===== src/sv/s5h_pkg.sv =====
package s5h_pkg;

    // Input modes
    localparam logic [1:0] MODE_START = 2'd0;
    localparam logic [1:0] MODE_BYTE  = 2'd1;
    localparam logic [1:0] MODE_CLOSE = 2'd2;

    // Phases
    localparam logic [2:0] PH_IDLE   = 3'd0;
    localparam logic [2:0] PH_METHOD = 3'd1;
    localparam logic [2:0] PH_AUTH   = 3'd2;
    localparam logic [2:0] PH_HEAD   = 3'd3;
    localparam logic [2:0] PH_DLEN   = 3'd4;
    localparam logic [2:0] PH_ADDR   = 3'd5;
    localparam logic [2:0] PH_PORT   = 3'd6;
    localparam logic [2:0] PH_DONE   = 3'd7;

    // Status codes
    localparam logic [3:0] ST_BUSY        = 4'd0;
    localparam logic [3:0] ST_OK          = 4'd1;
    localparam logic [3:0] ST_BAD_MVER    = 4'd2;
    localparam logic [3:0] ST_AUTH_NONE   = 4'd3;
    localparam logic [3:0] ST_NO_METHOD   = 4'd4;
    localparam logic [3:0] ST_UNK_METHOD  = 4'd5;
    localparam logic [3:0] ST_AUTH_FAIL   = 4'd6;
    localparam logic [3:0] ST_CONN_FAIL   = 4'd7;
    localparam logic [3:0] ST_BAD_RVER    = 4'd8;
    localparam logic [3:0] ST_BAD_ATYPE   = 4'd9;
    localparam logic [3:0] ST_TRUNCATED   = 4'd10;

    // Frames to send
    localparam logic [1:0] FR_NONE     = 2'd0;
    localparam logic [1:0] FR_GREETING = 2'd1;
    localparam logic [1:0] FR_AUTH     = 2'd2;
    localparam logic [1:0] FR_CONNECT  = 2'd3;

    // Protocol bytes
    localparam logic [7:0] VER5        = 8'h05;
    localparam logic [7:0] M_NONE      = 8'h00;
    localparam logic [7:0] M_USERPASS  = 8'h02;
    localparam logic [7:0] M_NOACCEPT  = 8'hFF;
    localparam logic [7:0] AT_IPV4     = 8'h01;
    localparam logic [7:0] AT_DOMAIN   = 8'h03;
    localparam logic [7:0] AT_IPV6     = 8'h04;
    localparam logic [7:0] IPV4_LEN    = 8'd4;
    localparam logic [7:0] IPV6_LEN    = 8'd16;

    // Configuration register index
    localparam logic REG_AUTH_OFFERED = 1'b0;

    typedef struct packed {
        logic [1:0] mode;
        logic [7:0] rx_byte;
    } t_item;

    typedef struct packed {
        logic [3:0] status;
        logic [1:0] send_frame;
        logic [7:0] reply_code;
        logic [2:0] phase;
    } t_result;

    typedef struct packed {
        logic       vld;
        t_item      item;
    } t_step_req;

endpackage


===== src/sv/s5h_cfg.sv =====
module s5h_cfg import s5h_pkg::*; (
    input  logic        i_clk,
    input  logic        i_rst_n,
    input  logic        psel,
    input  logic        penable,
    input  logic        pwrite,
    input  logic [2:0]  paddr,
    input  logic [31:0] pwdata,
    output logic [31:0] prdata,
    output logic        pready,
    output logic        o_auth_offered
);

    logic r_auth_offered;
    logic n_auth_offered;
    logic wr_en;

    assign pready = 1'b1;
    assign wr_en  = psel && penable && pwrite && (paddr[2] == REG_AUTH_OFFERED);

    always_comb begin
        n_auth_offered = r_auth_offered;
        if (wr_en) begin
            n_auth_offered = pwdata[0];
        end
    end

    always_ff @(posedge i_clk) begin
        if (!i_rst_n) begin
            r_auth_offered <= 1'b0;
        end else begin
            r_auth_offered <= n_auth_offered;
        end
    end

    // Only the low bit of the word at register 0 is implemented.
    assign prdata = (paddr[2] == REG_AUTH_OFFERED) ? {31'd0, r_auth_offered} : 32'd0;
    assign o_auth_offered = r_auth_offered;

endmodule


===== src/sv/s5h_core.sv =====
module s5h_core import s5h_pkg::*; (
    input  logic      i_clk,
    input  logic      i_rst_n,
    input  t_step_req i_req,
    input  logic      i_auth_offered,
    output t_result   o_result
);

    logic [2:0] r_phase,    n_phase;
    logic [1:0] r_idx,      n_idx;
    logic [7:0] r_addr_rem, n_addr_rem;
    logic [7:0] r_ver,      n_ver;
    logic [7:0] r_reply,    n_reply;
    logic [3:0] r_status,   n_status;
    logic [1:0] frame;
    logic [7:0] b;
    logic [7:0] addr_dec;

    assign b        = i_req.item.rx_byte;
    assign addr_dec = r_addr_rem - 8'd1;

    always_comb begin
        n_phase    = r_phase;
        n_idx      = r_idx;
        n_addr_rem = r_addr_rem;
        n_ver      = r_ver;
        n_reply    = r_reply;
        n_status   = r_status;
        frame      = FR_NONE;
        if (i_req.vld) begin
            unique case (i_req.item.mode)
                MODE_START: begin
                    n_phase    = PH_METHOD;
                    n_idx      = 2'd0;
                    n_addr_rem = 8'd0;
                    n_ver      = 8'd0;
                    n_reply    = 8'd0;
                    n_status   = ST_BUSY;
                    frame      = FR_GREETING;
                end
                MODE_BYTE: begin
                    unique case (r_phase)
                        PH_METHOD: begin
                            if (r_idx == 2'd0) begin
                                n_ver = b;
                                n_idx = 2'd1;
                            end else begin
                                // Method reply decided on its second byte
                                n_phase = PH_DONE;
                                n_idx   = 2'd0;
                                priority if (r_ver != VER5) begin
                                    n_status = ST_BAD_MVER;
                                end else if (b == M_NONE) begin
                                    n_phase = PH_HEAD;
                                    frame   = FR_CONNECT;
                                end else if (b == M_USERPASS) begin
                                    if (i_auth_offered) begin
                                        n_phase = PH_AUTH;
                                        frame   = FR_AUTH;
                                    end else begin
                                        n_status = ST_AUTH_NONE;
                                    end
                                end else if (b == M_NOACCEPT) begin
                                    n_status = ST_NO_METHOD;
                                end else begin
                                    n_status = ST_UNK_METHOD;
                                end
                            end
                        end
                        PH_AUTH: begin
                            if (r_idx == 2'd0) begin
                                n_idx = 2'd1;
                            end else if (b != 8'd0) begin
                                n_status = ST_AUTH_FAIL;
                                n_phase  = PH_DONE;
                                n_idx    = 2'd0;
                            end else begin
                                n_phase = PH_HEAD;
                                n_idx   = 2'd0;
                                frame   = FR_CONNECT;
                            end
                        end
                        PH_HEAD: begin
                            unique case (r_idx)
                                2'd0: begin
                                    n_ver = b;
                                    n_idx = 2'd1;
                                end
                                2'd1: begin
                                    n_reply = b;
                                    n_idx   = 2'd2;
                                end
                                2'd2: n_idx = 2'd3;
                                default: begin
                                    // Version first, then reply code, then address type
                                    n_idx = 2'd0;
                                    priority if (r_ver != VER5) begin
                                        n_status = ST_BAD_RVER;
                                        n_phase  = PH_DONE;
                                    end else if (r_reply != 8'd0) begin
                                        n_status = ST_CONN_FAIL;
                                        n_phase  = PH_DONE;
                                    end else if (b == AT_IPV4) begin
                                        n_addr_rem = IPV4_LEN;
                                        n_phase    = PH_ADDR;
                                    end else if (b == AT_IPV6) begin
                                        n_addr_rem = IPV6_LEN;
                                        n_phase    = PH_ADDR;
                                    end else if (b == AT_DOMAIN) begin
                                        n_phase = PH_DLEN;
                                    end else begin
                                        n_status = ST_BAD_ATYPE;
                                        n_phase  = PH_DONE;
                                    end
                                end
                            endcase
                        end
                        PH_DLEN: begin
                            n_addr_rem = b;
                            n_idx      = 2'd0;
                            n_phase    = (b == 8'd0) ? PH_PORT : PH_ADDR;
                        end
                        PH_ADDR: begin
                            n_addr_rem = addr_dec;
                            if (addr_dec == 8'd0) begin
                                n_phase = PH_PORT;
                                n_idx   = 2'd0;
                            end
                        end
                        PH_PORT: begin
                            if (r_idx == 2'd0) begin
                                n_idx = 2'd1;
                            end else begin
                                n_status = ST_OK;
                                n_phase  = PH_DONE;
                                n_idx    = 2'd0;
                            end
                        end
                        default: ; // idle or done: hold
                    endcase
                end
                MODE_CLOSE: begin
                    if (r_phase != PH_IDLE && r_phase != PH_DONE) begin
                        n_status = ST_TRUNCATED;
                        n_phase  = PH_DONE;
                        n_idx    = 2'd0;
                    end
                end
                default: ; // unused mode: drop
            endcase
        end
    end

    always_ff @(posedge i_clk) begin
        if (!i_rst_n) begin
            r_phase    <= PH_IDLE;
            r_idx      <= 2'd0;
            r_addr_rem <= 8'd0;
            r_ver      <= 8'd0;
            r_reply    <= 8'd0;
            r_status   <= ST_BUSY;
        end else begin
            r_phase    <= n_phase;
            r_idx      <= n_idx;
            r_addr_rem <= n_addr_rem;
            r_ver      <= n_ver;
            r_reply    <= n_reply;
            r_status   <= n_status;
        end
    end

    assign o_result.status     = n_status;
    assign o_result.send_frame = frame;
    assign o_result.reply_code = (n_status == ST_CONN_FAIL) ? n_reply : 8'd0;
    assign o_result.phase      = n_phase;

endmodule


===== src/sv/socks5_client_handshake_sequencer.sv =====
// SOCKS5 client handshake sequencer. Every accepted item (start, proxy byte or
// stream closed) yields exactly one result: status, frame to send, connect
// reply code and phase. The block takes one item per clock cycle while the
// output is not stalled. An item is held in the input register; the handshake
// state is updated on the same edge that loads its result into the result register.
// A stalled output holds the pipeline, and the input stalls only when both
// registers are full. auth_offered sits at byte address 0 of the APB port.
module socks5_client_handshake_sequencer import s5h_pkg::*; (
    input  logic        i_clk,
    input  logic        i_rst_n,
    input  logic        i_in_valid,
    output logic        o_in_stall,
    input  logic [1:0]  i_mode,
    input  logic [7:0]  i_rx_byte,
    output logic        o_out_valid,
    input  logic        i_out_stall,
    output logic [3:0]  o_status,
    output logic [1:0]  o_send_frame,
    output logic [7:0]  o_reply_code,
    output logic [2:0]  o_phase,
    input  logic        psel,
    input  logic        penable,
    input  logic        pwrite,
    input  logic [2:0]  paddr,
    input  logic [31:0] pwdata,
    output logic [31:0] prdata,
    output logic        pready
);

    logic      r_in_vld;
    t_item     r_in;
    logic      r_out_vld;
    t_result   r_out;
    logic      advance;
    logic      auth_offered;
    t_step_req step_req;
    t_result   step_res;

    assign advance    = !r_out_vld || !i_out_stall;
    assign o_in_stall = r_in_vld && !advance;

    s5h_cfg u_cfg (
        .i_clk          (i_clk),
        .i_rst_n        (i_rst_n),
        .psel           (psel),
        .penable        (penable),
        .pwrite         (pwrite),
        .paddr          (paddr),
        .pwdata         (pwdata),
        .prdata         (prdata),
        .pready         (pready),
        .o_auth_offered (auth_offered)
    );

    assign step_req.vld  = r_in_vld && advance;
    assign step_req.item = r_in;

    s5h_core u_core (
        .i_clk          (i_clk),
        .i_rst_n        (i_rst_n),
        .i_req          (step_req),
        .i_auth_offered (auth_offered),
        .o_result       (step_res)
    );

    always_ff @(posedge i_clk) begin
        if (!i_rst_n) begin
            r_in_vld  <= 1'b0;
            r_out_vld <= 1'b0;
        end else begin
            if (!o_in_stall) begin
                r_in_vld <= i_in_valid;
            end
            if (advance) begin
                r_out_vld <= r_in_vld;
            end
        end
    end

    always_ff @(posedge i_clk) begin
        if (!o_in_stall && i_in_valid) begin
            r_in.mode    <= i_mode;
            r_in.rx_byte <= i_rx_byte;
        end
        if (step_req.vld) begin
            r_out <= step_res;
        end
    end

    assign o_out_valid  = r_out_vld;
    assign o_status     = r_out.status;
    assign o_send_frame = r_out.send_frame;
    assign o_reply_code = r_out.reply_code;
    assign o_phase      = r_out.phase;

endmodule


===== config.mk =====
export PLATFORM = sky130hd
export DESIGN_NAME = socks5_client_handshake_sequencer
export DESIGN_NICKNAME = d
export VERILOG_FILES = /design/src/sv/s5h_pkg.sv /design/src/sv/s5h_cfg.sv /design/src/sv/s5h_core.sv /design/src/sv/socks5_client_handshake_sequencer.sv
export SDC_FILE = /design/constraint.sdc
export NUM_CORES = 1
export LEC_CHECK = 0
export ABC_AREA = 1
export BUFFER_PORTS_ARGS = -buffer_cell sky130_fd_sc_hd__buf_4
export CORE_ASPECT_RATIO = 0.5
export CORE_MARGIN = 10
export CORE_UTILIZATION = 50
export DETAILED_ROUTE_END_ITERATION = 7
export PLACE_DENSITY = 0.86
export SYNTH_ARGS = -nofsm -noshare
export SYNTH_HDL_FRONTEND = slang
export SYNTH_SLANG_ARGS = --single-unit
export TNS_END_PERCENT = 100

===== constraint.sdc =====
create_clock -name i_clk -period 2.15 [get_ports i_clk]
set_input_delay 0.1075 -clock i_clk [delete_from_list [all_inputs] [get_ports i_clk]]
set_output_delay 0.1075 -clock i_clk [all_outputs]
set_load 0.03 [all_outputs]

Yosys cells after proc, flatten, opt, wreduce, memory -nomap -nowiden
Cells that the tools add are included.
{"block": "word_totals", "latch_bits": 0, "memories": 0, "output_inout_bits": 52, "in_bits": 52, "mem_bits_rw": 0, "elab_cells": 141, "regBits": 63, "mem_bits_ro": 0}
{"block": "op_classes", "magnitude_cmp": 0, "mux": 69, "n_bitwise": 1, "mul": 0, "div": 0, "n_eq_ne": 28, "reduce_logical": 27, "shifts": 0, "add_sub_neg": 1}
{"operator": "$mux 8", "count": 10}
{"operator": "$mux 4", "count": 16}
{"operator": "$mux 3", "count": 16}
{"operator": "$pmux 8 s2", "count": 3}
{"operator": "$pmux 8 s3", "count": 1}
{"operator": "$mux 2", "count": 11}
{"operator": "$pmux 3 s6", "count": 1}
{"operator": "$eq 8x2->1 const B", "count": 2}
{"operator": "$logic_not 8->1", "count": 2}
{"operator": "$pmux 4 s4", "count": 1}
{"operator": "$reduce_bool 8->1", "count": 2}
{"operator": "$ne 3x3->1 const B", "count": 4}
{"operator": "$pmux 2 s3", "count": 2}
{"operator": "$pmux 4 s3", "count": 1}
{"operator": "$eq 3x3->1 const B", "count": 3}
{"operator": "$pmux 3 s3", "count": 1}
{"operator": "$eq 8x1->1 const B", "count": 1}
{"operator": "$eq 8x3->1 const B", "count": 1}
{"operator": "$eq 8x8->1 const B", "count": 1}
{"operator": "$ne 8x3->1 const B", "count": 1}
{"operator": "$pmux 2 s2", "count": 2}
{"operator": "$pmux 2 s4", "count": 1}
{"operator": "$sub 8x1->8 const B", "count": 1}
{"operator": "$logic_and 1x1->1", "count": 7}
{"operator": "other kinds (23)", "count": 35}

Longest topological paths before layout
Gate-level depths: netlist of the first run.
{"block": "depth", "depth_word": 11, "depth_mapped": 17, "ltp_nobuf": 17}

Hierarchy
A second synthesis of the first run with hierarchy kept.
{"block": "unflattened", "cells_unflattened": 527, "hier_area_um2": 3799.9}
{"mod": "s5h_core", "seq_area_each_um2": 660.6, "area_per_inst_um2": 2580.0, "n_inst": 1, "cells_each": 441}
{"mod": "socks5_client_handshake_sequencer", "seq_area_each_um2": 850.8, "area_per_inst_um2": 905.9, "n_inst": 1, "cells_each": 40}
{"mod": "s5h_cfg", "seq_area_each_um2": 20.0, "area_per_inst_um2": 314.1, "n_inst": 1, "cells_each": 46}

Worst setup path after synthesis of the first run
OpenSTA, ideal clock, no wires.
{"block": "synth_path", "kind": "register to register", "from": "register u_core.r_idx[0]", "to": "register r_out (netlist bit o_reply_code[0]), data pin", "setup_time_ps": 136, "arrival_ps": 1828, "path_buffers": 2, "path_slack_ps": 186, "path_stages_with_launch": 16, "t_required_ps": 2014, "synth_period_minus_slack_ps": 1964, "path_cell_list": "dfxtp_1 -> inv_1 -> ha_1 -> buf_2 -> inv_1 -> clkbuf_1 -> nand3_1 -> nand2_1 -> a21oi_1 -> nand3_1 -> nand2_1 -> nand2_1 -> nand2_2 -> nor2_4 -> nand2_4 -> nor2_2"}
{"element": "start: declaration", "line": "s5h_core.sv:10", "rtl": "logic [1:0] r_idx, n_idx;"}
{"element": "start signal: assignment", "line": "s5h_core.sv:164", "rtl": "r_idx <= n_idx;"}
{"element": "end signal: assignment", "line": "socks5_client_handshake_sequencer.sv:86", "rtl": "r_out <= step_res;"}
{"element": "end: declaration", "line": "socks5_client_handshake_sequencer.sv:33", "rtl": "t_result r_out;"}

==> flow_summary.toml, run 1 <==
[setup_path]
rr_worst_depth = 16
crit_end = "o_reply_code[4]"
worstPathRequired_ns = 2.35
arrival_ns = 2.22
reg2reg_setup_slack_ns = 0.13
endpoint_kind = "register"
worstReg2RegEnd = "o_reply_code[4]"
critPathKind = "reg2reg"
r2r_start = "r_in[2]"
crit_path_max_fanout = 8
startpoint = "r_in[2]"
cp-start-kind = "register"

[cts]
cts_root_buf = "clkbuf_16"
cts_tree = "built"
cts_max_level = 3
clk-insertion-delay-late_ns = 0.33
clock_sinks = 63
cts_buffer_depth = 2
path_clk_slew_ns = 0.05
cts_buffers = 9

[die]
fp-row-count = 22
dieHeight_microns = 81.5
boundaryPins = 104
core_area_sq_mm = 0.00735
die_w_microns = 143
die-area_sq_mm = 0.0117
initial_core_util_pct = 51.5

[synthesis]
synth_cell_types = 40
netlist_top_cells_count = "nand2_1 (103), inv_1 (67), nor2_1 (59)"
yosysTopAreaCell = "edfxtp_1"
yosys_warnings = 0
avgSynthCellArea_sq_um = 7.41
synth-seq-area-share_pct = 40.5
synth_top_area_share_pct = 21.4
ys_ff_latch = 63
synthFlopType = "dfxtp_1"
synth_edf_count = 27
syn_area_sq_mm = 0.00378
netlist_instances = 511
synthTopCellsByArea = "edfxtp_1 (21%), dfxtp_1 (19%), nand2_1 (10%)"
yosysMostFrequentCell = "nand2_1"
synthArstFlopShare_pct = 0

[routing]
avgRoutedWirePerCell_microns = 15.9
antenna_left = 0
drc = 0
first_pass_iters = 4
routed_via_density = 5.20
drt_iter0_markers = 297
wl_microns = 11300
routed-via-count = 3686

[timing]
fin_hold_ws_ns = 0.0263
hold_viol = 0
slew_headroom_pct = 57.5
finalCriticalPeriod_ns = 2.02
finalClockSkew_ns = 0.00418
maxSlewViolCount = 0
fmax_mhz = 494
worstMarginPinSlew_ns = 0.638
finalCritPeriodShare_pct = 94.2
finalSetupViolations = 0

[finish]
n_antenna_cell = 0
multiInputGateArea_sq_mm = 0.00196
final_layout_size_suffix_gt1_share_pct = 28.9
fin_cells = 709
final_net_count = 666
nFillCells = 633
seqCellArea_sq_mm = 0.00154
area_growth_pct = 30.3
utilization_pct = 67.1

[global_routing]
grt_max_degree = 31
track_usage_pct = 19.0
grt_pass1_wl_microns = 17400
antenna_found_initial = 0
grt_overflow_total = 0
grt_pass1_vias = 3486

[power]
pwr-share-comb_pct = 13.3
power.density_mw_per_mm2 = 609
p_sw_share_pct = 26.3
p_switching_uw = 788
power.total_mw = 3.00
ir_drop_v = 0.000461
pwr-share-clk_pct = 43.0
p_seq_share_pct = 43.7
p_leak_nw = 2.17
power.internal_mw = 2.21

[min_path]
min_path_cells = 2
hold_class = "in2reg"

[placement]
gp_congestion = 1.01
dp_cells = 675
post-dp-hpwl_microns = 8430
port_buffers = 38

[run]
drv_cap = 0

[status]
status = "finished clean"
-- per-stage QoR --
step	worst slack, ns	instance area, sq um	TNS [ns]
finish	0.125	4930	0
global route	-0.0234	4930	-0.167
CTS	0.00948	4710	0
detailed placement	-0.0618	4330	-0.413
global placement	-0.00231	4330	-0.0135
floorplan	0.186	3900	0
-- cell type report --
| type | count | area share [%] |
|---|---|---|
| Clock inverter | 5 | 0.482 |
| Sequential cell | 63 | 31.1 |
| Inverter | 78 | 6.09 |
| Tap cell | 96 | 2.43 |
| Clock buffer | 11 | 4.92 |
| Multi-Input combinational cell | 360 | 39.7 |
| Timing Repair Buffer | 96 | 15.2 |
-- worst max-delay path, stage by stage (launching register included) --
cell and delay (ns):
edfxtp_1 0.40, nor2_2 0.18, nand2_1 0.12, inv_2 0.08, nand2_4 0.07, nand2_2 0.09
buf_4 0.12, nand2_1 0.05, nand2_1 0.07, nand2_1 0.05, nand3_1 0.08, nand2_1 0.08
nand2_2 0.09, nand2_2 0.07, nor2_4 0.14, nand2_8 0.10, nor2_2 0.10
-- routing by layer --
metal | global-route usage (%) | vias up | share of wire, %
li1 | - | 1801 | -
met1 | 24.6 | 1709 | 46
met2 | 30.2 | 162 | 44
met3 | 4.72 | 14 | 8.8
met4 | 8.08 | 0 | 1.4
met5 | 0 | - | 0
-- registers in the layout, indices dropped and copies added, names as in the netlist --
| signal | count |
|---|---|
| r_in | 10 |
| o_reply_code | 8 |
| u_core.r_addr_rem | 8 |
| u_core.r_reply | 8 |
| u_core.r_ver | 8 |
| o_status | 4 |
| u_core.r_status | 4 |
| o_phase | 3 |
| u_core.r_phase | 3 |
| o_send_frame | 2 |
| u_core.r_idx | 2 |
| o_out_valid | 1 |
| r_in_vld | 1 |
| u_cfg.o_auth_offered | 1 |
-- placed cells by master (no fill, tap or decap), types with 13 or more instances in the layout --
cell type and count:
o21ai_0 13, nand2_2 16, nand2_1 89, nor2_1 53, a21oi_1 36, inv_1 63
dfxtp_1 32, nand3_1 18, conb_1 32, o22ai_1 13, nor2_2 18, edfxtp_1 27
buf_4 85
-- cell families after synthesis --
kind of cell	after synthesis	synth area share [%]
compound gates	85	13.8
fa+ha+maj	6	1.98
other cells	2	0.198
buf+inv	118	15.0
xor+xnor	5	1.16
flops	63	40.5
simple gates	232	27.4
-- worst min path at each step --
stage / slack (ns) / from / endpoint
floorplan: 0.21 / i_rx_byte[0] / r_in[0]
global placement: 0.29 / i_rx_byte[6] / r_in[6]
detailed placement: 0.29 / i_rx_byte[6] / r_in[6]
CTS: 0.02 / pwdata[0] / u_cfg.o_auth_offered
global route: 0.05 / pwdata[0] / u_cfg.o_auth_offered
finish: 0.03 / pwdata[0] / u_cfg.o_auth_offered
-- power groups by stage --
stage	logic [mW]	clock network, mW	registers, mW
global route	0.429	1.35	1.32
finish	0.399	1.29	1.31
CTS	0.372	1.30	1.31
detailed placement	0.356	0	1.33
global placement	0.351	0	1.33
floorplan	0.239	0	1.36
-- what timing repair did --
action,CTS,global route
gates resized for setup,6,46
setup endpoints to repair,8,15
hold endpoints to repair,10,0
setup buffers,0,8
hold buffers,10,0
pin swaps,2,16
(Power assumes the default switching activity.)
==> run 2, diff against run 1 <==
Settings changed: CTS_BUF_LIST from default to sky130_fd_sc_hd__clkbuf_4.
==> flow_summary.toml, run 2 (synthesized netlist as in run 1, its figures left out) <==
[status]
status = "finished clean"

[global_routing]
grt_overflow_total = 0
grt_pass1_wl_microns = 17300
grt_pass1_vias = 3457
antenna_found_initial = 0
grt_max_degree = 31
track_usage_pct = 18.9

[setup_path]
path_common_cell = "nand2_2"
critPathTopFamily = "simple AND/OR/NAND/NOR gates"
critPathKind = "reg2reg"
endpoint_kind = "register"
arrival_ns = 2.35
reg2reg_setup_slack_ns = 0.09
crit_slowest_cell = "edfxtp_1"
path_cells = "nor2_2, nand2_2, buf_4, nor2_1, nand2_1, nand3_2, a21oi_2, nand3_2, nand2_2, nand2_2, nand2_2, nor2_4, nand2_8, nor2_2"
cp-start-kind = "register"
crit_path_max_fanout = 8
worstPathRequired_ns = 2.44
path_buf_inv = 1
critical_path.max_stage_delay_ns = 0.43

[placement]
gp_congestion = 1.01
post-dp-hpwl_microns = 8430
dp_cells = 675
place_area_sq_mm = 0.00433
port_buffers = 38

[min_path]
hold_class = "in2reg"

[cts]
cts_tree = "built"
cts_max_level = 3
cts_buffers = 9
cts_buffer_depth = 2
clk-insertion-delay-late_ns = 0.43
path_clk_slew_ns = 0.10
clock_sinks = 63
cts_root_buf = "clkbuf_4"

[finish]
final_net_count = 670
top_register = "r_in"
utilization_pct = 64.8
final_layout_size_suffix_gt1_share_pct = 28.0
area_growth_pct = 25.9
final_common_cell = "nand2_1"
layout_common_cells = "nand2_1 (90), buf_4 (85), inv_1 (64)"
n_antenna_cell = 0
fin_cells = 713
largest_reg_flops = 10
stdcell_area_sq_mm = 0.00476

[timing]
maxSlewViolCount = 0
slew_headroom_pct = 57.5
worstMarginPinSlew_ns = 0.637
hold_viol = 0
setup_tns_ns = 0
finalCritPeriodShare_pct = 95.8
finalSetupViolations = 0
fmax_mhz = 486
finalCriticalPeriod_ns = 2.06
finalClockSkew_ns = 0.0112

[routing]
first_pass_iters = 5
drt_iter0_markers = 336
wl_microns = 11100
antenna_left = 0
drc = 0
avgRoutedWirePerCell_microns = 15.5
routed_via_density = 5.18
routed-via-count = 3691

[power]
power.total_mw = 2.36
power.density_mw_per_mm2 = 496
p_leak_nw = 2.09
ir_drop_v = 0.000456

[die]
boundaryPins = 104
fp-row-count = 22
core_area_sq_mm = 0.00735
die-area_sq_mm = 0.0117
dieHeight_microns = 81.5
die_w_microns = 143
initial_core_util_pct = 51.5

[run]
drv_cap = 0
==> run 2: cell type report <==
type | count | area, sq um
fillers | 665 | 2580
multi-input cells | 360 | 1920
flip-flops and latches | 63 | 1540
repair buffers | 100 | 788
inverters | 78 | 298
well taps | 96 | 120
clock buffers | 10 | 75.1
clock inverters | 6 | 27.5
==> run 2: worst paths after layout <==
kind                                 startpoint              end  cells after the start
worst max-delay path                    r_in[4]  o_reply_code[4]                     14
worst min-delay path               i_rx_byte[4]          r_in[4]                      2
worst max register to register          r_in[4]  o_reply_code[4]                     14
worst min register to register  u_core.r_ver[0]  u_core.r_ver[0]                      2
==> run 2: layer usage <==
| layer | GRT usage, % | vias to the layer above | part of all wire, % |
|---|---|---|---|
| li1 | - | 1808 | - |
| met1 | 24.5 | 1678 | 44 |
| met2 | 29.8 | 193 | 43 |
| met3 | 6.16 | 12 | 11 |
| met4 | 5.73 | 0 | 1.4 |
| met5 | 0 | - | 0 |
==> run 2: stage by stage <==
step                setup WS, ns  hold slack [ns]
floorplan                  0.186            0.206
global placement        -0.00231            0.287
finish                    0.0912            0.404
global route              -0.110            0.381
detailed placement       -0.0618            0.287
CTS                       0.0170            0.374
==> run 2: repair_timing <==
action                                  in CTS  in global routing
pin swaps                                    0                 13
buffers inserted                             0                  7
resized for setup                            3                 40
hold endpoints to repair                    18                  0
endpoints found under the setup margin       8                 16
hold buffers                                15                  0
==> run 2: power by group <==
part	total, mW	switching [mW]	internal, mW
clock	0.654	0.421	0.233
combinational	0.399	0.267	0.132
sequential	1.31	0.0245	1.29
total	2.36	0.713	1.65
==> run 3, diff against run 2 <==
Settings changed: ABC_CLOCK_PERIOD_IN_PS from default to 2150, CORE_ASPECT_RATIO 0.5 to 1.1, SKIP_LAST_GASP from default to 1.
==> flow_summary.toml, run 3 (synthesized netlist as in run 1, its figures left out) <==
[status]
status = "finished clean"

[finish]
area_growth_pct = 27.5
seqCellArea_sq_mm = 0.00154
final_net_count = 671
n_antenna_cell = 0
nFillCells = 659
final_layout_size_suffix_gt1_share_pct = 27.0
top_register = "r_in"
largest_reg_flops = 10
final_common_cell = "nand2_1"
multiInputGateArea_sq_mm = 0.00190
layout_common_cells = "nand2_1 (93), buf_4 (86), inv_1 (64)"

[routing]
drt_iter0_markers = 317
avgRoutedWirePerCell_microns = 15.6
wl_microns = 11000
drc = 0
routed_via_density = 5.32
first_pass_iters = 5
antenna_left = 0
routed-via-count = 3748

[timing]
rsz0062_at_grt = "yes"
post-route-worst-setup-slack_ns = 0.0242
hold_viol = 0
finalCriticalPeriod_ns = 2.13
setup_tns_ns = 0
finalClockSkew_ns = 0.0135
worstMarginPinSlew_ns = 0.589
fin_hold_ws_ns = 0.399
slew_headroom_pct = 60.7
finalCritPeriodShare_pct = 98.9
maxSlewViolCount = 0
finalSetupViolations = 0
fmax_mhz = 470

[setup_path]
endpoint_kind = "register"
rr_worst_depth = 15
critPathKind = "reg2reg"
cp-start-kind = "register"
crit_path_max_fanout = 8
reg2reg_setup_slack_ns = 0.02
arrival_ns = 2.32
r2r_start = "r_in[2]"
worstPathRequired_ns = 2.35
worstReg2RegEnd = "o_reply_code[5]"

[global_routing]
grt_pass1_vias = 3458
grt_max_degree = 22
track_usage_pct = 19.1
grt_overflow_total = 0
grt_pass1_wl_microns = 17300
antenna_found_initial = 0

[die]
initial_core_util_pct = 50.9
core_area_sq_mm = 0.00743
boundaryPins = 104
dieHeight_microns = 111
die_w_microns = 103
fp-row-count = 33
die-area_sq_mm = 0.0115

[power]
ir_drop_v = 0.000495
p_leak_nw = 2.14
power.total_mw = 2.80
power.density_mw_per_mm2 = 581

[placement]
port_buffers = 38
place_ws_ns = -0.0137
post-dp-hpwl_microns = 8500
gp_congestion = 0.982

[min_path]
hold_class = "in2reg"
min_path_cells = 2
holdPathEnd = "r_in[2]"
hp-start = "i_rx_byte[2]"

[cts]
cts_max_level = 3
cts_buffers = 9
clk-insertion-delay-late_ns = 0.43
cts_tree = "built"
clock_sinks = 63
cts_root_buf = "clkbuf_4"
path_clk_slew_ns = 0.12
cts_buffer_depth = 2

[run]
drv_cap = 0
==> run 3: cell types whose count changed in the layout (fill, tap and decap cells not counted), moves of 2 or more <==
cell	change
bufinv_16	+3
clkinv_1	-4
dfxtp_1	+2
dfxtp_2	-2
inv_6	+3
nand2_1	+3
nand2_2	-3
nand3_1	+3
nand3_2	-5
nand3_4	+2
nor2_1	+3
nor2_2	-4
==> run 3: power by group <==
group / internal [mW] / total [mW] / switching, mW
Sequential: 1.29 / 1.31 / 0.0252
Clock: 0.602 / 1.10 / 0.493
Combinational: 0.134 / 0.399 / 0.265
==> run 3: worst max path at each step <==
stage	slack [ns]	cells past startpoint	from	to
6_report	0.02	15	r_in[2]	o_reply_code[5]
5_1_grt	-0.11	16	r_in[5]	o_reply_code[2]
4_1_cts	0.0008	14	r_in[5]	o_reply_code[5]
3_5_place_dp	-0.01	16	r_in[2]	o_reply_code[5]
3_3_place_gp	0.01	16	r_in[2]	o_reply_code[5]
2_1_floorplan	0.19	15	u_core.r_idx[0]	o_reply_code[0]
==> run 3: layer usage <==
metal | vias up | wire [microns] | track usage, %
li1 | 1817 | - | -
met1 | 1746 | 4370 | 21.9
met3 | 26 | 811 | 4.18
met2 | 159 | 5500 | 33.0
met5 | - | 0 | 0
met4 | 0 | 318 | 7.61
==> run 3: what timing repair did <==
action                                 in CTS  in global routing
endpoints found under the hold margin      18                  0
setup buffers                               0                  5
setup endpoints to repair                   8                 13
pin swaps                                   1                  8
gates resized for setup                     4                 29
hold buffers                               15                  0
==> run 3: per-stage QoR <==
step | util [%] | cells | cell area, sq um
floorplan | - | 541 | 3900
global placement | 58.4 | 669 | 4340
detailed placement | 58.4 | 669 | 4340
CTS | 63.2 | 700 | 4690
global route | 64.9 | 705 | 4830
finish | 64.9 | 705 | 4830
==> run 3: area by class of cell <==
type                            count  area share (%)
Timing Repair Buffer              101            16.5
Multi-Input combinational cell    360            39.3
Clock inverter                      7            2.59
Clock buffer                        9            1.40
Sequential cell                    63            31.8
Inverter                           78            6.12
Tap cell                           87            2.26
==> run 3: critical path: stages, from the launching register on <==
cell and delay [ns]:
edfxtp_1 0.48, buf_4 0.16, inv_1 0.05, buf_4 0.15, nand2_1 0.06, nor2_1 0.03
nand3_1 0.12, nand3_1 0.11, a21oi_2 0.17, nand3_1 0.10, nand2_2 0.08, nand2_2 0.06
nand2_2 0.10, nor2_4 0.04, nand2_4 0.13, nor2_2 0.05
